--- src/rtl/core/mtm_pkg.sv ---
// Package for the markup text minifier: character codes, skip kinds and the
// run-state struct shared by the judge logic and the top level.
// No dependencies.
`timescale 1ns / 1ps
`default_nettype none

package mtm_pkg;

   // configuration register
   localparam int unsigned LIMIT_WIDTH = 24;
   localparam logic [LIMIT_WIDTH-1:0] LIMIT_RESET = 24'hFFFFFF;

   // character codes
   localparam logic [7:0] CH_TAB    = 8'h09;
   localparam logic [7:0] CH_LF     = 8'h0A;
   localparam logic [7:0] CH_CR     = 8'h0D;
   localparam logic [7:0] CH_SPACE  = 8'h20;
   localparam logic [7:0] CH_BANG   = 8'h21;
   localparam logic [7:0] CH_DQUOTE = 8'h22;
   localparam logic [7:0] CH_SQUOTE = 8'h27;
   localparam logic [7:0] CH_STAR   = 8'h2A;
   localparam logic [7:0] CH_DASH   = 8'h2D;
   localparam logic [7:0] CH_SLASH  = 8'h2F;
   localparam logic [7:0] CH_LT     = 8'h3C;
   localparam logic [7:0] CH_GT     = 8'h3E;
   localparam logic [7:0] CH_LC_C   = 8'h63;
   localparam logic [7:0] CH_LC_I   = 8'h69;
   localparam logic [7:0] CH_LC_P   = 8'h70;
   localparam logic [7:0] CH_LC_R   = 8'h72;
   localparam logic [7:0] CH_LC_S   = 8'h73;
   localparam logic [7:0] CH_LC_T   = 8'h74;

   // what the head byte is swallowed by
   typedef enum logic [1:0] {
      SKIP_NONE  = 2'd0,
      SKIP_SPACE = 2'd1,
      SKIP_LINE  = 2'd2,
      SKIP_REST  = 2'd3
   } skip_type;

   // tracking flags of one text run
   typedef struct packed {
      logic     script;
      logic     quote;
      logic     block;
      logic     markup;
      skip_type skip;
   } run_type;

endpackage : mtm_pkg

`default_nettype wire

--- src/rtl/core/markup_text_minifier_top.sv ---
// Top level of the markup text minifier: lookahead window, run state,
// end-of-text drain, result register and configuration register.
// Depends on mtm_pkg and mtm_judge.
//
//  channel | direction | handshake            | payload
//  --------+-----------+----------------------+-------------------------------
//  req     | in        | req_valid/req_ready  | req_in_byte, req_in_last
//  rsp     | out       | rsp_valid/rsp_ready  | rsp_out_byte, rsp_out_last
//  csr     | in        | csr_valid/csr_ready  | csr_position_limit
//
// One byte is taken per cycle while req_ready is high; the judge works on the
// window as it stands after the new byte, and a kept byte lands in the result
// register the same edge. A byte marked last then drains the window, retiring
// one to three head bytes per step, before req_ready returns. During the drain
// each kept byte is held in a hold register so that the last one's last flag
// is known. A stalled result blocks both the input and the drain.
// Reset is synchronous; the limit resets to all ones.
`timescale 1ns / 1ps
`default_nettype none

module markup_text_minifier_top
   import mtm_pkg::*;
#(
   parameter int unsigned LOOKAHEAD_DEPTH = 8,
   parameter int unsigned POSITION_WIDTH  = 24
) (
   input  wire logic                   clock,
   input  wire logic                   reset,
   input  wire logic                   req_valid,
   output logic                        req_ready,
   input  wire logic [7:0]             req_in_byte,
   input  wire logic                   req_in_last,
   output logic                        rsp_valid,
   input  wire logic                   rsp_ready,
   output logic [7:0]                  rsp_out_byte,
   output logic                        rsp_out_last,
   input  wire logic                   csr_valid,
   output logic                        csr_ready,
   input  wire logic [LIMIT_WIDTH-1:0] csr_position_limit
);

   localparam int unsigned D  = LOOKAHEAD_DEPTH;
   localparam int unsigned FW = $clog2(D + 1);
   localparam int unsigned PW = POSITION_WIDTH;

   logic [7:0]             win_ff [D];
   logic [7:0]             win_in [D];
   logic [FW-1:0]          fill_ff, fill_in;
   logic [PW-1:0]          pos_ff, pos_in;
   run_type                run_ff, run_in;
   logic                   drain_ff, drain_in;
   logic                   hold_valid_ff, hold_valid_in;
   logic [7:0]             hold_byte_ff, hold_byte_in;
   logic                   rsp_valid_ff, rsp_valid_in;
   logic [7:0]             rsp_byte_ff, rsp_byte_in;
   logic                   rsp_last_ff, rsp_last_in;
   logic [LIMIT_WIDTH-1:0] limit_ff, limit_in;

   logic [7:0]             pushed [D];
   logic [FW-1:0]          fill_push;
   logic [7:0]             jwin [D];
   logic [FW-1:0]          jfill;
   logic [7:0]             srcx [D+3];
   logic [7:0]             shifted [D];
   logic [PW:0]            pos_sum;
   logic [PW-1:0]          pos_sat;
   logic                   out_free;
   logic                   req_xfer;
   logic                   drain_go;
   logic                   drain_end;
   logic                   keep;
   logic [7:0]             keep_byte;
   logic [1:0]             pop_n;
   run_type                new_run;

   // handshakes
   assign out_free  = !rsp_valid_ff || rsp_ready;
   assign req_ready = !drain_ff && out_free;
   assign req_xfer  = req_valid && req_ready;
   assign drain_go  = drain_ff && out_free && fill_ff != '0;
   assign drain_end = drain_ff && out_free && fill_ff == '0;
   assign csr_ready = 1'b1;

   assign rsp_valid    = rsp_valid_ff;
   assign rsp_out_byte = rsp_byte_ff;
   assign rsp_out_last = rsp_last_ff;

   // window with the incoming byte appended
   always_comb begin
      for (int k = 0; k < D; k++) begin
         pushed[k] = (FW'(k) == fill_ff) ? req_in_byte : win_ff[k];
      end
   end
   assign fill_push = (fill_ff < FW'(D)) ? fill_ff + FW'(1) : fill_ff;

   // judge sees the appended window on input, the stored one while draining
   always_comb begin
      for (int k = 0; k < D; k++) begin
         jwin[k] = drain_ff ? win_ff[k] : pushed[k];
      end
   end
   assign jfill = drain_ff ? fill_ff : fill_push;

   mtm_judge #(
      .LOOKAHEAD_DEPTH (LOOKAHEAD_DEPTH),
      .POSITION_WIDTH  (POSITION_WIDTH)
   ) u_judge (
      .win       (jwin),
      .fill      (jfill),
      .pos       (pos_ff),
      .limit     (limit_ff),
      .cur_run   (run_ff),
      .keep      (keep),
      .keep_byte (keep_byte),
      .pop_n     (pop_n),
      .new_run   (new_run)
   );

   // window shift by the number of retired bytes
   always_comb begin
      for (int k = 0; k < D + 3; k++) begin
         srcx[k] = (k < D) ? jwin[k % D] : 8'h00;
      end
      for (int k = 0; k < D; k++) begin
         case (pop_n)
            2'd0:    shifted[k] = srcx[k];
            2'd1:    shifted[k] = srcx[k+1];
            2'd2:    shifted[k] = srcx[k+2];
            2'd3:    shifted[k] = srcx[k+3];
            default: shifted[k] = srcx[k];
         endcase
      end
   end

   // saturating head position
   assign pos_sum = {1'b0, pos_ff} + (PW+1)'(pop_n);
   assign pos_sat = pos_sum[PW] ? {PW{1'b1}} : pos_sum[PW-1:0];

   // next state
   always_comb begin
      win_in        = win_ff;
      fill_in       = fill_ff;
      pos_in        = pos_ff;
      run_in        = run_ff;
      drain_in      = drain_ff;
      hold_valid_in = hold_valid_ff;
      hold_byte_in  = hold_byte_ff;
      rsp_valid_in  = rsp_valid_ff && !rsp_ready;
      rsp_byte_in   = rsp_byte_ff;
      rsp_last_in   = rsp_last_ff;
      limit_in      = csr_valid ? csr_position_limit : limit_ff;
      if (req_xfer) begin
         win_in  = pushed;
         fill_in = fill_push;
         if (req_in_last) begin
            drain_in = 1'b1;
         end else if (fill_push == FW'(D)) begin
            win_in  = shifted;
            fill_in = fill_push - FW'(pop_n);
            pos_in  = pos_sat;
            run_in  = new_run;
            if (keep) begin
               rsp_valid_in = 1'b1;
               rsp_byte_in  = keep_byte;
               rsp_last_in  = 1'b0;
            end
         end
      end else if (drain_go) begin
         win_in  = shifted;
         fill_in = fill_ff - FW'(pop_n);
         pos_in  = pos_sat;
         run_in  = new_run;
         if (keep) begin
            if (hold_valid_ff) begin
               rsp_valid_in = 1'b1;
               rsp_byte_in  = hold_byte_ff;
               rsp_last_in  = 1'b0;
            end
            hold_valid_in = 1'b1;
            hold_byte_in  = keep_byte;
         end
      end else if (drain_end) begin
         // flush the held byte as the final transfer, then clear the run
         if (hold_valid_ff) begin
            rsp_valid_in = 1'b1;
            rsp_byte_in  = hold_byte_ff;
            rsp_last_in  = 1'b1;
         end
         hold_valid_in = 1'b0;
         fill_in       = '0;
         pos_in        = '0;
         run_in        = '0;
         drain_in      = 1'b0;
      end
   end

   // registers
   always_ff @(posedge clock) begin
      win_ff       <= win_in;
      hold_byte_ff <= hold_byte_in;
      rsp_byte_ff  <= rsp_byte_in;
      rsp_last_ff  <= rsp_last_in;
      if (reset) begin
         fill_ff       <= '0;
         pos_ff        <= '0;
         run_ff        <= '0;
         drain_ff      <= 1'b0;
         hold_valid_ff <= 1'b0;
         rsp_valid_ff  <= 1'b0;
         limit_ff      <= LIMIT_RESET;
      end else begin
         fill_ff       <= fill_in;
         pos_ff        <= pos_in;
         run_ff        <= run_in;
         drain_ff      <= drain_in;
         hold_valid_ff <= hold_valid_in;
         rsp_valid_ff  <= rsp_valid_in;
         limit_ff      <= limit_in;
      end
   end

   // window never overfills, and is below full whenever input is open
   assert property (@(posedge clock) disable iff (reset)
      !drain_ff |-> fill_ff < FW'(D))
      else $error("window full outside drain");

   // a held byte exists only while draining
   assert property (@(posedge clock) disable iff (reset)
      hold_valid_ff |-> drain_ff)
      else $error("held byte outside drain");

   // the run is empty once a drain completes
   assert property (@(posedge clock) disable iff (reset)
      $fell(drain_ff) |-> (fill_ff == '0 && pos_ff == '0 && !hold_valid_ff))
      else $error("run not cleared after drain");

   // a transfer with the last flag is only produced at the end of a drain
   assert property (@(posedge clock) disable iff (reset)
      $rose(rsp_valid_ff) && rsp_last_ff |-> $fell(drain_ff))
      else $error("last flag outside drain end");

endmodule : markup_text_minifier_top

`default_nettype wire

--- src/rtl/core/mtm_judge.sv ---
// Head-byte judge of the markup text minifier: decides keep or drop for the
// window head, how many bytes leave the window, and the next run flags.
// Depends on mtm_pkg.
`timescale 1ns / 1ps
`default_nettype none

module mtm_judge
   import mtm_pkg::*;
#(
   parameter int unsigned LOOKAHEAD_DEPTH = 8,
   parameter int unsigned POSITION_WIDTH  = 24
) (
   input  wire logic [7:0]                         win      [LOOKAHEAD_DEPTH],
   input  wire logic [$clog2(LOOKAHEAD_DEPTH+1)-1:0] fill,
   input  wire logic [POSITION_WIDTH-1:0]          pos,
   input  wire logic [LIMIT_WIDTH-1:0]             limit,
   input  wire run_type                            cur_run,
   output logic                                    keep,
   output logic [7:0]                              keep_byte,
   output logic [1:0]                              pop_n,
   output run_type                                 new_run
);

   localparam int unsigned FW = $clog2(LOOKAHEAD_DEPTH + 1);
   localparam int unsigned CW = ((POSITION_WIDTH > LIMIT_WIDTH) ?
                                 POSITION_WIDTH : LIMIT_WIDTH) + 4;

   typedef struct packed {
      logic keep;
      logic script;
      logic quote;
      logic markup;
   } tail_type;

   // quote, markup-comment and script tests on a seven-byte view
   function automatic tail_type tail_eval(input logic [6:0][7:0] v,
                                          input logic [6:0]      ok,
                                          input logic [CW-1:0]   ib,
                                          input logic [CW-1:0]   lw,
                                          input run_type         r);
      tail_type t;
      logic     in_range;
      logic     open_mk;
      logic     close_mk;
      logic     open_sc;
      logic     close_sc;
      t.script = r.script;
      t.quote  = r.quote ^ (v[0] == CH_DQUOTE || v[0] == CH_SQUOTE);
      open_mk  = ok[0] && v[0] == CH_LT && ok[1] && v[1] == CH_BANG &&
                 ok[2] && v[2] == CH_DASH && ok[3] && v[3] == CH_DASH;
      close_mk = ok[0] && v[0] == CH_DASH && ok[1] && v[1] == CH_DASH &&
                 ok[2] && v[2] == CH_GT;
      t.markup = r.markup || open_mk;
      if (t.markup && close_mk) begin
         t.markup = 1'b0;
      end
      t.keep   = !t.markup;
      open_sc  = ok[0] && v[0] == CH_LT && ok[1] && v[1] == CH_LC_S &&
                 ok[2] && v[2] == CH_LC_C && ok[3] && v[3] == CH_LC_R &&
                 ok[4] && v[4] == CH_LC_I && ok[5] && v[5] == CH_LC_P &&
                 ok[6] && v[6] == CH_LC_T;
      close_sc = ok[0] && v[0] == CH_LT && ok[1] && v[1] == CH_SLASH &&
                 ok[2] && v[2] == CH_LC_S && ok[3] && v[3] == CH_LC_C &&
                 ok[4] && v[4] == CH_LC_R && ok[5] && v[5] == CH_LC_I &&
                 ok[6] && v[6] == CH_LC_P;
      in_range = (ib + CW'(7)) < lw;
      if (t.keep) begin
         if (in_range && !t.script && !t.quote && open_sc) begin
            t.script = 1'b1;
         end
         if (in_range && t.script && !t.quote && close_sc) begin
            t.script = 1'b0;
         end
      end
      return t;
   endfunction

   logic [7:0]      wx [LOOKAHEAD_DEPTH+2];
   logic [8:0]      vm;
   logic [6:0][7:0] view0;
   logic [6:0][7:0] view2;
   logic [6:0]      ok0;
   logic [6:0]      ok2;
   logic [CW-1:0]   iw;
   logic [CW-1:0]   lw;
   logic [7:0]      h;
   logic            space_run;
   logic            line_cmt;
   logic            blk;
   logic            star_slash;
   tail_type        t0;
   tail_type        t2;

   // padded window, valid mask and the two views (head, and head after two)
   always_comb begin
      for (int k = 0; k < LOOKAHEAD_DEPTH + 2; k++) begin
         wx[k] = (k < LOOKAHEAD_DEPTH) ? win[k % LOOKAHEAD_DEPTH] : 8'h00;
      end
      for (int k = 0; k < 9; k++) begin
         vm[k] = FW'(k) < fill;
      end
      for (int k = 0; k < 7; k++) begin
         view0[k] = wx[k];
         view2[k] = wx[k+2];
         ok0[k]   = vm[k];
         ok2[k]   = vm[k+2];
      end
   end

   assign iw = CW'(pos);
   assign lw = CW'(limit);
   assign h  = wx[0];

   // pattern tests on the head
   always_comb begin
      space_run = 1'b1;
      for (int k = 0; k < 4; k++) begin
         space_run = space_run && vm[k] && wx[k] == CH_SPACE && (iw + CW'(k)) < lw;
      end
   end

   assign line_cmt   = cur_run.script && !cur_run.quote && (lw > iw + CW'(2)) &&
                       vm[0] && wx[0] == CH_SLASH && vm[1] && wx[1] == CH_SLASH;
   assign blk        = cur_run.block ||
                       (vm[0] && wx[0] == CH_SLASH && vm[1] && wx[1] == CH_STAR);
   assign star_slash = vm[0] && wx[0] == CH_STAR && vm[1] && wx[1] == CH_SLASH;

   assign t0 = tail_eval(view0, ok0, iw, lw, cur_run);
   assign t2 = tail_eval(view2, ok2, iw + CW'(2), lw, cur_run);

   // decision
   always_comb begin
      keep      = 1'b0;
      keep_byte = h;
      pop_n     = 2'd1;
      new_run   = cur_run;
      if (cur_run.skip == SKIP_REST || iw >= lw) begin
         // dropped, flags unchanged
      end else if (cur_run.skip == SKIP_LINE) begin
         if (h == CH_LF || h == CH_CR) begin
            new_run.skip = SKIP_NONE;
         end
      end else begin
         new_run.skip = SKIP_NONE;
         if (cur_run.skip == SKIP_SPACE && h == CH_SPACE) begin
            new_run.skip = SKIP_SPACE;
         end else if (h == CH_CR || h == CH_LF || h == CH_TAB) begin
            // whitespace control dropped
         end else if (space_run) begin
            new_run.skip = SKIP_SPACE;
            keep         = 1'b1;
            keep_byte    = CH_SPACE;
         end else if (line_cmt) begin
            new_run.skip = SKIP_LINE;
         end else if (blk && star_slash) begin
            pop_n = 2'd2;
            if (lw < iw + CW'(4)) begin
               new_run.skip  = SKIP_REST;
               new_run.block = 1'b1;
            end else begin
               new_run.block = 1'b0;
               if (fill > FW'(2)) begin
                  pop_n          = 2'd3;
                  keep           = t2.keep;
                  keep_byte      = wx[2];
                  new_run.quote  = t2.quote;
                  new_run.markup = t2.markup;
                  new_run.script = t2.script;
               end
            end
         end else if (blk) begin
            new_run.block = 1'b1;
         end else begin
            keep           = t0.keep;
            new_run.quote  = t0.quote;
            new_run.markup = t0.markup;
            new_run.script = t0.script;
         end
      end
   end

endmodule : mtm_judge

`default_nettype wire
--- config.mk ---
export PLATFORM = sky130hd
export DESIGN_NAME = markup_text_minifier_top
export DESIGN_NICKNAME = d
export VERILOG_FILES = /design/src/rtl/core/mtm_pkg.sv /design/src/rtl/core/markup_text_minifier_top.sv /design/src/rtl/core/mtm_judge.sv
export SDC_FILE = /design/constraint.sdc
export NUM_CORES = 1
export LEC_CHECK = 0
export BUFFER_PORTS_ARGS = -buffer_cell sky130_fd_sc_hd__buf_2
export CORE_MARGIN = 5
export CORE_UTILIZATION = 50
export DETAILED_ROUTE_END_ITERATION = 8
export GPL_TIMING_DRIVEN = 1
export PLACE_DENSITY = 0.66
export SYNTH_ARGS = -nofsm -noshare
export SYNTH_HDL_FRONTEND = slang
export SYNTH_SLANG_ARGS = --single-unit
--- constraint.sdc ---
create_clock -name clock -period 8.5 [get_ports clock]
set_clock_uncertainty 0.15 [all_clocks]
set_input_delay 0.85 -clock clock [delete_from_list [all_inputs] [get_ports clock]]
set_output_delay 0.85 -clock clock [all_outputs]
set_load 0.02 [all_outputs]
==> results.md <==
* Hold Crit Start: run_ff[1]$_SDFFE_PP0P_
* Reg2reg end: pos_ff[4]$_SDFFE_PP0P_
* Status: finished, final reports clean
* Post-synth ARST share at 0%
* Hold_buf cts at 0
* Setup tns final at 0 ns
* Post-CTS Resized at 0
* Antenna Cells at 0
* Drt pass-1 iters at 7
* Reg clk slew, reported paths at 0.07 ns
* Via count at 14810
* Via density at 6.563
* # nets final at 2053
* Placed cell area at between 0.015 and 0.02 mm²
* Synth warn at 0
* R2R depth at 22
* Reg2reg setup slack at 1.45 ns
* Number of global-route vias before repair at 14220
* First-pass GRT wire length at ~84 mm
* # port buffers at 48
* Synth Instances at between 1500 and 2000
* DR iter-0 viols at 1515
* Layout cells sized above 1 at 8.195%
* Mean area per synthesized cell at roughly 7.9 µm²
* Core area at 0.02956 mm²
* Worst Max-Slew Pin Slew at 1.116 ns
* Fill cells at 2889
* Required time of the worst setup path at 8.68 ns
* Setup CP Type: flop to flop
* WHS Path Cells at 2
* Ports at 50
* Cell Pwr Density at 148.7 mW/mm²
* RSZ-0062 raised after global routing: no
* Final GP Congestion at 1.001
* Post-DR wirelength/cell at 24.11 µm
* Synthesis-to-finish area growth at 6.990%
* Initial antenna violation count at 0
* Total GRT Usage at 32.20%
* Final hold violations at 0
* Syn Nets at between 2000 and 2500
* CTS HTree Levels at 4
* EDFF count, synth at 81
* Die Wd at around 180 µm
* Clock Path Buffers at 2
* Seq/Total Area, Yosys at between 20% and 30%
* Headroom to the max-slew limit at 25.16%
* Design Area, Final at 0.01595 mm²
* Min Hold Slack at approximately 0.34 ns
* #FFs+latches synth at between 100 and 150
* Max Cap Viol at 0
* HP Class: flop to flop
* Largest net degree at the start of global routing at 96
* Root Buffer: clkbuf_16
* Synthesized cell area at approximately 0.015 mm²
* Post-CTS setup buffers at 0
* Post-DRT Antenna Nets at 0
* Final setup violation count at 0
* Initial Utilization at just over 50%
* Max FO, Critical Path at 16
* Die height at 182.7 µm
* Fmax at around 140 MHz
* Leakage power at 6.464 nW
* FP Rows at 63
* Drt drc at 0
* DP HPWL at around 40 mm
* Min Tclk post-route at between 7 and 8 ns
* CTS Sinks at between 100 and 150
* Hold EP: run_ff[1]$_SDFFE_PP0P_
* Fin crit share at between 80% and 90%
* Final WL at 54.42 mm
* CP Launch Type: flop
* Critical Path End Type: flop
* RR Startpoint: pos_ff[4]$_SDFFE_PP0P_
* CTS tree: done
* Clock Latency Late Sink at 0.47 ns
* Max-slew violation count at 0
* GR Overflow Total at 0
* WP data arrival at 7.23 ns
* Top_reg_cell synth: edfxtp_1
* VDD IR max at 0.0002416 V
* Die area at 0.03337 mm²
* CTS buffer count at 17
* Yosys cell types at 84
==> worst max path at each step <==
stage | endpoint | from | slack (ns)
after floorplan | pos_ff[4]$_SDFFE_PP0P_ | pos_ff[10]$_SDFFE_PP0P_ | 3.16
after global placement | pos_ff[12]$_SDFFE_PP0P_ | pos_ff[4]$_SDFFE_PP0P_ | 1.67
after detailed placement | pos_ff[14]$_SDFFE_PP0P_ | pos_ff[4]$_SDFFE_PP0P_ | 1.58
after CTS | pos_ff[14]$_SDFFE_PP0P_ | pos_ff[4]$_SDFFE_PP0P_ | 1.55
after global routing | pos_ff[3]$_SDFFE_PP0P_ | pos_ff[4]$_SDFFE_PP0P_ | 0.95
final | pos_ff[4]$_SDFFE_PP0P_ | pos_ff[4]$_SDFFE_PP0P_ | 1.45
==> report_power, final <==
part	total (mW)	switching (mW)	internal [mW]
combinational	0.687	0.452	0.234
sequential	0.870	0.0598	0.810
clock	0.815	0.344	0.471
total	2.37	0.856	1.52
==> worst max-delay path: stages (launching register included) <==
cell and delay [ns]:
dfxtp_1 0.72, and2_1 0.54, nand3_1 0.36, nor2_1 0.67
nand2_1 0.23, nor2_1 0.16, xnor2_1 0.14, ha_1 0.28
a21oi_1 0.20, o21ai_0 0.12, a211oi_1 0.67, a21bo_2 0.56
nand2_1 0.19, ha_1 0.27, inv_1 0.08, fa_1 0.41
nor2_1 0.22, nand2_1 0.37, o21ai_0 0.16, a22oi_1 0.16
nor2_1 0.06, a21oi_1 0.11, nor2_1 0.05
==> kinds of logic after synthesis <==
kind of cell,count (synthesis),synth area share [%]
muxes,115,7.914
and+or+nand+nor,752,24.09
other,1,0.02515
xor gates and xnor gates,114,6.697
adders and majority gates,161,13.66
buffers and inverters,181,5.153
AOI/OAI and AO/OA,418,17.96
DFF,142,24.50
==> registers in the layout, indices dropped and copies added (netlist names) <==
register / flops
limit_ff: 24
win_ff: 64
rsp_valid: 1
pos_ff: 24
rsp_out_byte: 8
run_ff: 6
fill_ff: 4
hold_byte_ff: 8
hold_valid_ff: 1
rsp_out_last: 1
drain_ff: 1
==> metal layers <==
layer / GRT usage (%) / vias to the layer above / routed length, µm
met3: 5.003 / 198 / 4169
met2: 51.33 / 746 / 24720
li1: - / 6832 / -
met5: 0 / - / 0
met4: 17.74 / 0 / 3335
met1: 41.80 / 7037 / 22200
==> Yosys cell counts (all sizes together) (12+ instances only) <==
| master | instances | area, µm² |
|---|---|---|
| o211ai | 33 | 247.7 |
| a211oi | 45 | 337.8 |
| nand3 | 45 | 225.2 |
| a22oi | 12 | 90.09 |
| and3 | 13 | 81.33 |
| nand2b | 21 | 131.4 |
| and2 | 14 | 87.58 |
| nor3 | 58 | 295.3 |
| nor2 | 186 | 705.7 |
| dfxtp | 61 | 1221 |
| edfxtp | 81 | 2432 |
| nor4 | 20 | 125.1 |
| mux2 | 17 | 195.2 |
| or3 | 15 | 93.84 |
| ha | 158 | 1977 |
| xor2 | 46 | 402.9 |
| a31oi | 55 | 344.1 |
| xnor2 | 68 | 595.6 |
| inv | 51 | 191.4 |
| nor2b | 12 | 75.07 |
| o21ai | 91 | 455.4 |
| a21oi | 97 | 485.5 |
| nand4 | 43 | 269.0 |
| nand2 | 269 | 1010 |
| buf | 43 | 245.2 |
| mux2i | 98 | 984.7 |
| clkbuf | 85 | 319.1 |
==> stage by stage <==
step / setup slack [ns] / cells / utilization, % / power, mW
CTS: 1.547 / 2256 / 53.94 / 2.361
floorplan: 3.163 / 1884 / - / 1.332
detailed placement: 1.580 / 2224 / 51.89 / 1.549
global placement: 1.667 / 2224 / 51.89 / 1.540
global route: 0.9464 / 2257 / 53.96 / 2.471
finish: 1.451 / 2257 / 53.96 / 2.371
==> cell usage in the layout, fill, tap and decap left out, types with 21 or more instances in the layout <==
cell	count
edfxtp_1	81
xor2_1	46
ha_1	158
dfxtp_1	61
mux2i_1	97
a21oi_1	97
o211ai_1	33
nor2_1	184
a211oi_1	45
xnor2_1	68
nand4_1	43
nor3_1	57
buf_4	31
a31oi_1	55
nand2_1	269
o21ai_0	91
buf_2	48
nand2b_1	21
inv_1	50
nand3_1	45
==> layout make-up <==
class,instances,area [µm²],share of cell area [%]
clock buffers,19,442.9,2.777
clock inverters,13,162.7,1.020
inverters,53,203.9,1.279
multi-input cells,1561,10530,66.00
flip-flops and latches,142,3654,22.90
well taps,390,488.0,3.059
repair buffers,79,473.0,2.965
(Power assumes the default switching activity.)
